[src/design/arhp_pkg.sv]
package arhp_pkg;

    // record framing
    localparam logic [7:0] MAGIC_BYTE   = 8'h42;
    localparam int         MODE_BYTES   = 3;
    localparam int         NAMELEN_BYTES = 2;
    localparam int         CONTLEN_BYTES = 6;

    // parse phase of the current record
    typedef enum logic [2:0] {
        PH_MAGIC   = 3'd0,
        PH_MODE    = 3'd1,
        PH_NAMELEN = 3'd2,
        PH_CONTLEN = 3'd3,
        PH_NAME    = 3'd4,
        PH_CONTENT = 3'd5,
        PH_HASH    = 3'd6,
        PH_FAILED  = 3'd7
    } t_phase;

    // result kind codes
    typedef enum logic [1:0] {
        KIND_HEADER = 2'd0,
        KIND_NAME   = 2'd1,
        KIND_ERROR  = 2'd2
    } t_kind;

    // one result item
    typedef struct packed {
        t_kind        kind;
        logic [23:0]  mode_bits;
        logic [15:0]  name_length;
        logic [47:0]  body_length;
        logic [7:0]   name_char;
        logic         last_name_char;
    } t_result;

endpackage

[src/design/archive_record_header_parser.sv]
// archive record header parser
// input channel: i_data_valid / i_data_byte, stalled by o_data_stall; one
// archive byte per item. output channel: o_res_valid with the result fields,
// stalled by i_res_stall. a record header item (kind 0) follows the last
// content-length byte, one name item (kind 1) follows each name byte with
// o_last_name_char on the final one, and a bad magic byte gives one error
// item (kind 2) after which all bytes are taken and dropped until reset.
// a byte accepted into the input item register is parsed once the result
// item register is free, and its result is registered there for o_res_valid.
// throughput: one byte per cycle while i_res_stall is low; the only per-byte
// work is a shift into a field register and a 48-bit down count.
// reset (synchronous, i_rst_n low) empties both item registers and returns
// the parser to waiting for a magic byte.
// when the receiver stalls, the result register holds its item, the parser
// holds the next byte, and o_data_stall rises once that byte is also held.
module archive_record_header_parser
    import arhp_pkg::*;
(
    input  logic          i_clk,
    input  logic          i_rst_n,
    input  logic          i_data_valid,
    input  logic [7:0]    i_data_byte,
    output logic          o_data_stall,
    output logic          o_res_valid,
    input  logic          i_res_stall,
    output logic [1:0]    o_kind,
    output logic [23:0]   o_mode_bits,
    output logic [15:0]   o_name_length,
    output logic [47:0]   o_body_length,
    output logic [7:0]    o_name_char,
    output logic          o_last_name_char
);

    logic         r_in_valid;
    logic [7:0]   r_in_byte;
    logic         out_free;
    logic         step;
    logic         in_free;
    logic         core_valid;
    t_result      core_res;
    t_result      out_res;

    // parse the held byte when the result register can take its item
    assign step         = r_in_valid && out_free;
    assign in_free      = !r_in_valid || step;
    assign o_data_stall = !in_free;

    // input item register
    always_ff @(posedge i_clk) begin
        if (!i_rst_n) begin
            r_in_valid <= 1'b0;
        end else if (in_free) begin
            r_in_valid <= i_data_valid;
        end
    end

    always_ff @(posedge i_clk) begin
        if (in_free && i_data_valid) begin
            r_in_byte <= i_data_byte;
        end
    end

    // record parser
    arhp_parse_core u_core (
        .i_clk       (i_clk),
        .i_rst_n     (i_rst_n),
        .i_step      (step),
        .i_byte      (r_in_byte),
        .o_res_valid (core_valid),
        .o_res       (core_res)
    );

    // result item register
    arhp_out_reg u_out (
        .i_clk       (i_clk),
        .i_rst_n     (i_rst_n),
        .i_load      (step),
        .i_res_valid (core_valid),
        .i_res       (core_res),
        .i_stall     (i_res_stall),
        .o_free      (out_free),
        .o_valid     (o_res_valid),
        .o_res       (out_res)
    );

    assign o_kind           = out_res.kind;
    assign o_mode_bits      = out_res.mode_bits;
    assign o_name_length    = out_res.name_length;
    assign o_body_length    = out_res.body_length;
    assign o_name_char      = out_res.name_char;
    assign o_last_name_char = out_res.last_name_char;

endmodule

[src/design/arhp_parse_core.sv]
module arhp_parse_core
    import arhp_pkg::*;
(
    input  logic          i_clk,
    input  logic          i_rst_n,
    input  logic          i_step,
    input  logic [7:0]    i_byte,
    output logic          o_res_valid,
    output t_result       o_res
);

    t_phase       r_phase,      n_phase;
    logic [3:0]   r_field_cnt,  n_field_cnt;
    logic [23:0]  r_mode,       n_mode;
    logic [15:0]  r_name_len,   n_name_len;
    logic [47:0]  r_cont_len,   n_cont_len;
    logic [47:0]  r_remaining,  n_remaining;
    logic         remaining_le1;

    // parse state
    always_ff @(posedge i_clk) begin
        if (!i_rst_n) begin
            r_phase     <= PH_MAGIC;
            r_field_cnt <= '0;
            r_mode      <= '0;
            r_name_len  <= '0;
            r_cont_len  <= '0;
            r_remaining <= '0;
        end else if (i_step) begin
            r_phase     <= n_phase;
            r_field_cnt <= n_field_cnt;
            r_mode      <= n_mode;
            r_name_len  <= n_name_len;
            r_cont_len  <= n_cont_len;
            r_remaining <= n_remaining;
        end
    end

    assign remaining_le1 = (r_remaining[47:1] == 47'd0);

    // next state and result for the byte in hand
    always_comb begin
        n_phase     = r_phase;
        n_field_cnt = r_field_cnt;
        n_mode      = r_mode;
        n_name_len  = r_name_len;
        n_cont_len  = r_cont_len;
        n_remaining = r_remaining;
        o_res_valid = 1'b0;
        o_res       = '0;

        unique case (r_phase)
            PH_MAGIC: begin
                if (i_byte != MAGIC_BYTE) begin
                    n_phase     = PH_FAILED;
                    o_res_valid = 1'b1;
                    o_res.kind  = KIND_ERROR;
                end else begin
                    n_mode      = '0;
                    n_name_len  = '0;
                    n_cont_len  = '0;
                    n_field_cnt = '0;
                    n_phase     = PH_MODE;
                end
            end
            PH_MODE: begin
                n_mode = {r_mode[15:0], i_byte};
                if (r_field_cnt == 4'(MODE_BYTES - 1)) begin
                    n_field_cnt = '0;
                    n_phase     = PH_NAMELEN;
                end else begin
                    n_field_cnt = r_field_cnt + 4'd1;
                end
            end
            PH_NAMELEN: begin
                n_name_len = {r_name_len[7:0], i_byte};
                if (r_field_cnt == 4'(NAMELEN_BYTES - 1)) begin
                    n_field_cnt = '0;
                    n_phase     = PH_CONTLEN;
                end else begin
                    n_field_cnt = r_field_cnt + 4'd1;
                end
            end
            PH_CONTLEN: begin
                n_cont_len = {r_cont_len[39:0], i_byte};
                if (r_field_cnt == 4'(CONTLEN_BYTES - 1)) begin
                    n_field_cnt          = '0;
                    o_res_valid          = 1'b1;
                    o_res.kind           = KIND_HEADER;
                    o_res.mode_bits      = r_mode;
                    o_res.name_length    = r_name_len;
                    o_res.body_length    = n_cont_len;
                    // empty name skips straight to content or hash
                    if (r_name_len != 16'd0) begin
                        n_remaining = {32'd0, r_name_len};
                        n_phase     = PH_NAME;
                    end else if (n_cont_len == 48'd0) begin
                        n_phase = PH_HASH;
                    end else begin
                        n_remaining = n_cont_len;
                        n_phase     = PH_CONTENT;
                    end
                end else begin
                    n_field_cnt = r_field_cnt + 4'd1;
                end
            end
            PH_NAME: begin
                o_res_valid     = 1'b1;
                o_res.kind      = KIND_NAME;
                o_res.name_char = i_byte;
                if (remaining_le1) begin
                    o_res.last_name_char = 1'b1;
                    if (r_cont_len == 48'd0) begin
                        n_remaining = '0;
                        n_phase     = PH_HASH;
                    end else begin
                        n_remaining = r_cont_len;
                        n_phase     = PH_CONTENT;
                    end
                end else begin
                    n_remaining = r_remaining - 48'd1;
                end
            end
            PH_CONTENT: begin
                if (remaining_le1) begin
                    n_remaining = '0;
                    n_phase     = PH_HASH;
                end else begin
                    n_remaining = r_remaining - 48'd1;
                end
            end
            PH_HASH: begin
                n_phase = PH_MAGIC;
            end
            PH_FAILED: begin
                n_phase = PH_FAILED;
            end
            default: begin
                n_phase = PH_FAILED;
            end
        endcase
    end

endmodule

[src/design/arhp_out_reg.sv]
module arhp_out_reg
    import arhp_pkg::*;
(
    input  logic          i_clk,
    input  logic          i_rst_n,
    input  logic          i_load,
    input  logic          i_res_valid,
    input  t_result       i_res,
    input  logic          i_stall,
    output logic          o_free,
    output logic          o_valid,
    output t_result       o_res
);

    logic     r_valid;
    t_result  r_res;

    // register can take a new item when empty or being drained
    assign o_free = !r_valid || !i_stall;

    // valid flag
    always_ff @(posedge i_clk) begin
        if (!i_rst_n) begin
            r_valid <= 1'b0;
        end else if (o_free) begin
            r_valid <= i_load && i_res_valid;
        end
    end

    // payload, held while stalled
    always_ff @(posedge i_clk) begin
        if (o_free && i_load && i_res_valid) begin
            r_res <= i_res;
        end
    end

    assign o_valid = r_valid;
    assign o_res   = r_res;

endmodule
[config.mk]
export PLATFORM = sky130hd
export DESIGN_NAME = archive_record_header_parser
export DESIGN_NICKNAME = d
export VERILOG_FILES = /design/src/design/arhp_pkg.sv /design/src/design/archive_record_header_parser.sv /design/src/design/arhp_parse_core.sv /design/src/design/arhp_out_reg.sv
export SDC_FILE = /design/constraint.sdc
export NUM_CORES = 1
export LEC_CHECK = 0
export ABC_AREA = 1
export BUFFER_PORTS_ARGS = -buffer_cell sky130_fd_sc_hd__buf_2
export CAP_MARGIN = 5
export CORE_UTILIZATION = 52
export DETAILED_ROUTE_END_ITERATION = 12
export HOLD_SLACK_MARGIN = 0.02
export PLACE_DENSITY = 0.74
export SLEW_MARGIN = 20
export SYNTH_ARGS = -nofsm -noshare
export SYNTH_HDL_FRONTEND = slang
export SYNTH_SLANG_ARGS = --single-unit
[constraint.sdc]
create_clock -name i_clk -period 6.8 [get_ports i_clk]
set_clock_uncertainty 0.15 [all_clocks]
set_input_delay 0.34 -clock i_clk [delete_from_list [all_inputs] [get_ports i_clk]]
set_output_delay 0.34 -clock i_clk [all_outputs]
set_load 0.005 [all_outputs]
* Word-level counts from Yosys, hierarchy flattened *
Cells that the tools add are included.

storage, ports and cells
  register bits = 252
  latch bits = 0
  RAM bits = 0
  ROM bits = 0
  output and inout port bits = 101
  logic and storage cells = 97
  memories kept = 0

operators by class
  add/subtract/negate cells = 2
  $mul = 0
  div/mod/pow operators = 0
  $lt $le $gt $ge = 0
  equality and inequality tests = 18
  shift operators = 0
  muxes and demuxes = 34
  bitwise logic cells = 0
  reductions and logical operators = 28

operators by type and width
  operator                                             count
  2-to-1 mux 48 bit                                    7
  case mux 48 bit (3 select lines)                     1
  zero test 48 bit                                     2
  case mux 48 bit (2 select lines)                     1
  case mux 24 bit (2 select lines)                     1
  subtractor 48 x 1 -> 48 bit, second input constant   1
  zero test 47 bit                                     1
  case mux 16 bit (2 select lines)                     1
  2-to-1 mux 24 bit                                    1
  case mux 3 bit (8 select lines)                      1
  2-to-1 mux 3 bit                                     7
  2-to-1 mux 16 bit                                    1
  2-to-1 mux 4 bit                                     4
  case mux 4 bit (4 select lines)                      1
  nonzero test 16 bit                                  1
  equality test 3 bit, second input constant           4
  AND reduction 3 bit                                  4
  != test 2 x 1 -> 1 bit, second input constant        5
  != test 8 x 7 -> 1 bit, second input constant        1
  equality test 3 x 2 -> 1 bit, second input constant  2
  2-to-1 mux 2 bit                                     3
  case mux 2 bit (3 select lines)                      1
  AND reduction 6 bit                                  1
  nonzero test 2 bit                                   3
  17 further kinds                                     27

* Depth between registers and ports, before layout *
  depth in word-level cells = 5
  gate-level depth with buffers = 13
  depth with buffers taken out = 13

* Cells and area by module *
Synthesis repeated with hierarchy kept, for this count alone.

second synthesis, totals
  cell total of the unflattened synthesis = 1586
  area, all modules = 12244.2 µm²

by module, submodules not included
  module                        instances  cells an instance  area each (µm²)  seq. area each (µm²)
  arhp_parse_core               1          1463               8923.6           2862.7
  arhp_out_reg                  1          105                3020.4           2992.9
  archive_record_header_parser  1          18                 300.3            260.2

* Least setup slack after synthesis *
No wires, ideal clock.

  path kind = reg-to-reg
  from = register u_core.r_phase[1]
  to = register u_out.r_res, in the netlist u_out.o_res[0], enable pin
  setup time = 0.618 ns
  arrival time = 6.354 ns
  path slack = -0.322 ns
  stages on the path, launching flop included = 5
  path buffers = 0
  period minus slack after synthesis = 7.122 ns
  path through = dfxtp_1 nand2_1 nor2_4 nand4_1 a31oi_1

between the ends
  word-level cells in the longest chain between the ends = 3
  elaborated cells between the ends (all ways) = 5
  classes of those cells = eq/ne: 2; mux: 1; reduce/logical: 2

ends and longest elaborated chain
  item                                         RTL line               source
  start, declared                              arhp_parse_core.sv:12  t_phase r_phase, n_phase;
  start signal, assigned                       arhp_parse_core.sv:30  r_phase <= n_phase;
  equality test 3 bit (tied with other cells)  arhp_parse_core.sv:52  unique case (r_phase)
  case mux 1 bit (3 select lines) (*)          arhp_parse_core.sv:52
  logical AND 1 bit (*)                        arhp_out_reg.sv:32     if (o_free && i_load && i_res_valid) begin
  end signal, assigned                         arhp_out_reg.sv:33     r_res <= i_res;
  end, declared                                arhp_out_reg.sv:16     t_result r_res;

Every way passes the cells marked *; elsewhere a longest branch is shown, timed or not.
A chain may end at the register's enable or synchronous reset.

* Worst setup path in the final report *
  from = register u_core.r_phase[1]
  to = register u_core.r_remaining[47]

between the ends
  word-level cells in the longest chain between the ends = 3
  elaborated cells between the ends (all ways) = 8
  classes of those cells = eq/ne: 5; mux: 1; reduce/logical: 2

ends and longest elaborated chain
  item                                                                        RTL line               source
  equality test 3 x 2 -> 1 bit / equality test 3 bit (equally long branches)  arhp_parse_core.sv:52
  != test 3 x 2 -> 1 bit (no line) (tied with other cells)                    n/a
  AND reduction 4 bit (no line)                                               n/a
  end signal, assigned                                                        arhp_parse_core.sv:35  r_remaining <= n_remaining;
  end, declared                                                               arhp_parse_core.sv:17  logic [47:0] r_remaining, n_remaining;

Several ways; a longest one is shown, not always the timed one.

==> results.tsv <==
stage	metric	value	unit
outcome	status	complete, no violations	
critical_path	crit_end	u_core.r_remaining[47]	
placement	place_hpwl	24800	um
logic_synthesis	ys_warn_count	0	
logic_synthesis	synthCells	1683	
finish	fill_cells	2138	
clock_network	cts_root_buffer	clkbuf_16	
sta	tns	0	ns
sta	hold_ws	0.313	ns
logic_synthesis	synthesis.nets	1699	
critical_path	crit_path_start_kind	flip-flop	
critical_path	cp-end-kind	flip-flop	
clock_network	cts-buffers-inserted	27	
logic_synthesis	synth_area	12500	um2
route	first_pass_iters	6	
grt	grtUsageTotal	28.9	%
finish	utilization	60.4	%
power	p_per_area	326	nW/um2
route	wirelength	35800	um
grt	met1_usage	40.3	%
clock_network	htree_levels	1	
worst_hold_path	hold_class	reg2reg	
route	detail-route-antenna-nets	0	
grt	grt_max_degree	102	
route	vias	11536	
sta	fmax	0.276	GHz
critical_path	crit-reg2reg-launch	u_core.r_phase[1]	
floorplanning	initial_core_util	53.3	%
logic_synthesis	ys.flop_type	dfxtp_1	
logic_synthesis	synth-seq-area-share	48.7	%
grt	grt_pass1_vias	10288	
finish	fin_nets	1776	
critical_path	r2r-end	u_core.r_remaining[47]	
critical_path	reg2reg_depth	10	
power	p_total	4.63	mW
clock_network	tritoncts	done	
critical_path	worst-r2r-setup-slack	3.18	ns
power	p_leak	6.07	nW
logic_synthesis	synthArstFlopShare	0	%
floorplanning	rows	56	
route	drc	0	
grt	grt_pass1_wl	55500	um
placement	gp_congestion	0.992	
floorplanning	die_area	24800	um2
logic_synthesis	yosysUniqueCellTypes	37	
grt	grt.busiest_layer	met2	
sta	finalHoldViolations	0	
critical_path	critPathRequiredTime	7.10	ns
finish	stdcell_area	14200	um2
critical_path	cp.arrival	3.92	ns
sta	min_period	3.62	ns
clock_network	cts.path.max_buffers	3	
route	drt_iter0_markers	1038	
clock_network	numClockSinks	252	
grt	met2_usage	45.7	%
sta	tightest_slew	0.945	ns
floorplanning	die_w	157	um
logic_synthesis	synth-edff-count	107	
clock_network	clk_pin_slew	0.07	ns
critical_path	setup.worst_path.start	u_core.r_phase[1]	
sta	relSlewSlack	37.0	%
clock_network	cts_setup_buffers	0	
floorplanning	die_y	157	um
finish	drive_gt1_share	10.8	%
finish	antenna_cells	0	
sta	rsz0062_at_grt	false	
sta	layout_worst_path_cycle_share	53.3	%
logic_synthesis	synth-seq-cells	252	
floorplanning	fp.coreArea	23500	um2
grt	antenna_found_initial	0	
sta	setup_viol	0	
placement	postPlaceCellArea	13200	um2
finish	syn2layout_area_growth	13.3	%
logic_synthesis	postSynthAreaPerCell	7.46	um2
grt	grtUsageMet3	4.85	%
run	cap_violations	0	
floorplanning	io_pins	113	
route	via_per_inst	5.49	
critical_path	critPathKind	reg2reg	
sta	maxSlewViolCount	0	
power	peakVddDrop	0.277	mV
grt	grt.overflow.total	0	
clock_network	clock_latency	0.55	ns
placement	io_buffer_count	112	
route	wl_per_cell	17.0	um
critical_path	critPathMaxFanout	73	
[worst max-delay path, stage by stage (launching register included)]
cell and delay [ns]:
dfxtp_1 0.43, nand2_1 0.15, nor2_4 0.50, buf_4 0.40
inv_2 0.13, nor2_2 0.16, nand3_2 0.45, nand2_4 0.80
a21oi_1 0.15, nand2_1 0.12, inv_1 0.04
[logic make-up after synthesis]
family                     synth area share (%)
adders and majority gates                 0.399
buffers and inverters                      9.57
and+or+nand+nor                            29.4
DFF                                        48.7
AOI/OAI and AO/OA                          10.5
xor gates and xnor gates                   1.33
[report_power, final]
group          switching, mW  internal, mW  total [mW]
Sequential            0.0769          1.69        1.77
Clock                  0.632         0.884        1.52
Combinational          0.988         0.356        1.34
[routing by layer]
layer | up-vias | part of all wire (%)
met5 | - | 0
met4 | 0 | 2.8
met3 | 81 | 8.9
met2 | 554 | 46
met1 | 5300 | 43
li1 | 5601 | -
[cells in the mapped netlist, types with 2 or more instances]
cell type / count / share of area, %
a211oi_1: 44 / 2.6
nand3_2: 2 / 0.16
buf_2: 20 / 0.80
dfxtp_1: 145 / 23
nand3b_1: 6 / 0.36
ha_1: 4 / 0.40
a21oi_1: 141 / 5.6
clkbuf_1: 43 / 1.3
buf_4: 9 / 0.54
a31oi_1: 2 / 0.10
nor2_4: 3 / 0.27
buf_1: 6 / 0.18
nor3_1: 6 / 0.24
buf_6: 5 / 0.45
xor2_1: 18 / 1.3
nor2_2: 6 / 0.30
nor2_1: 353 / 11
nand2_1: 308 / 9.2
inv_2: 6 / 0.18
o21ai_0: 44 / 1.8
nand4_1: 43 / 2.1
inv_1: 203 / 6.1
nand2_2: 4 / 0.20
nand3_1: 143 / 5.7
edfxtp_1: 107 / 26
[cell usage in the layout, fill, tap and decap left out, drive strengths merged]
cell type    instances
nor2               362
nand2              313
inv                212
dfxtp              145
nand3              145
a21oi              142
buf                122
edfxtp             107
o21ai               45
a211oi              44
nand4               43
clkbuf              36
xor2                18
dlygate4sd3         10
nor3                 7
clkinv               7
nand3b               6
ha                   4
bufinv               3
a31oi                2
clkinvlp             2
o21bai               1
and2                 1
o211ai               1
xnor2                1
o21a                 1
and3                 1
[flip-flops by register name, indices dropped and copies added (netlist names), named ones only]
signal,cells
r_in_valid,1
u_out.o_valid,1
u_core.r_cont_len,48
u_core.r_mode,24
u_core.r_remaining,48
u_core.r_name_len,16
u_core.r_phase,2
r_in_byte,8
u_core.r_field_cnt,4
u_out.o_res,99
[cell type report]
type                            instances  area (um2)  area share [%]
Clock buffer                           36         739            5.20
Clock inverter                         14         168            1.18
Inverter                              210         788            5.55
Multi-Input combinational cell       1137        5250            36.9
Sequential cell                       252        6120            43.0
Tap cell                              319         399            2.81
Timing Repair Buffer                  132         756            5.32
[per-stage QoR]
step / setup slack (ns) / cells
2_1_floorplan: 2.11 / 1683
3_3_place_gp: 3.40 / 2039
3_5_place_dp: 3.27 / 2039
4_1_cts: 3.28 / 2099
5_1_grt: 2.91 / 2100
6_report: 3.18 / 2100
[how the worst min path moves through the flow]
stage                                  end  cells after the start                   from  slack, ns
finish                   u_core.r_mode[19]                      2      u_core.r_mode[19]       0.31
global route        u_core.r_remaining[20]                      3                i_rst_n       0.33
CTS                 u_core.r_remaining[31]                      3                i_rst_n       0.29
detailed placement   u_core.r_field_cnt[3]                      1  u_core.r_field_cnt[3]       0.31
global placement     u_core.r_field_cnt[3]                      1  u_core.r_field_cnt[3]       0.30
floorplan                     r_in_byte[0]                      0         i_data_byte[0]       0.29
[what timing repair did]
| item | CTS | global route |
|---|---|---|
| gates resized for setup | 0 | 0 |
| hold endpoints to repair | 10 | 0 |
| hold buffers | 10 | 0 |
No activity file was read; power rests on OpenSTA's default activity.
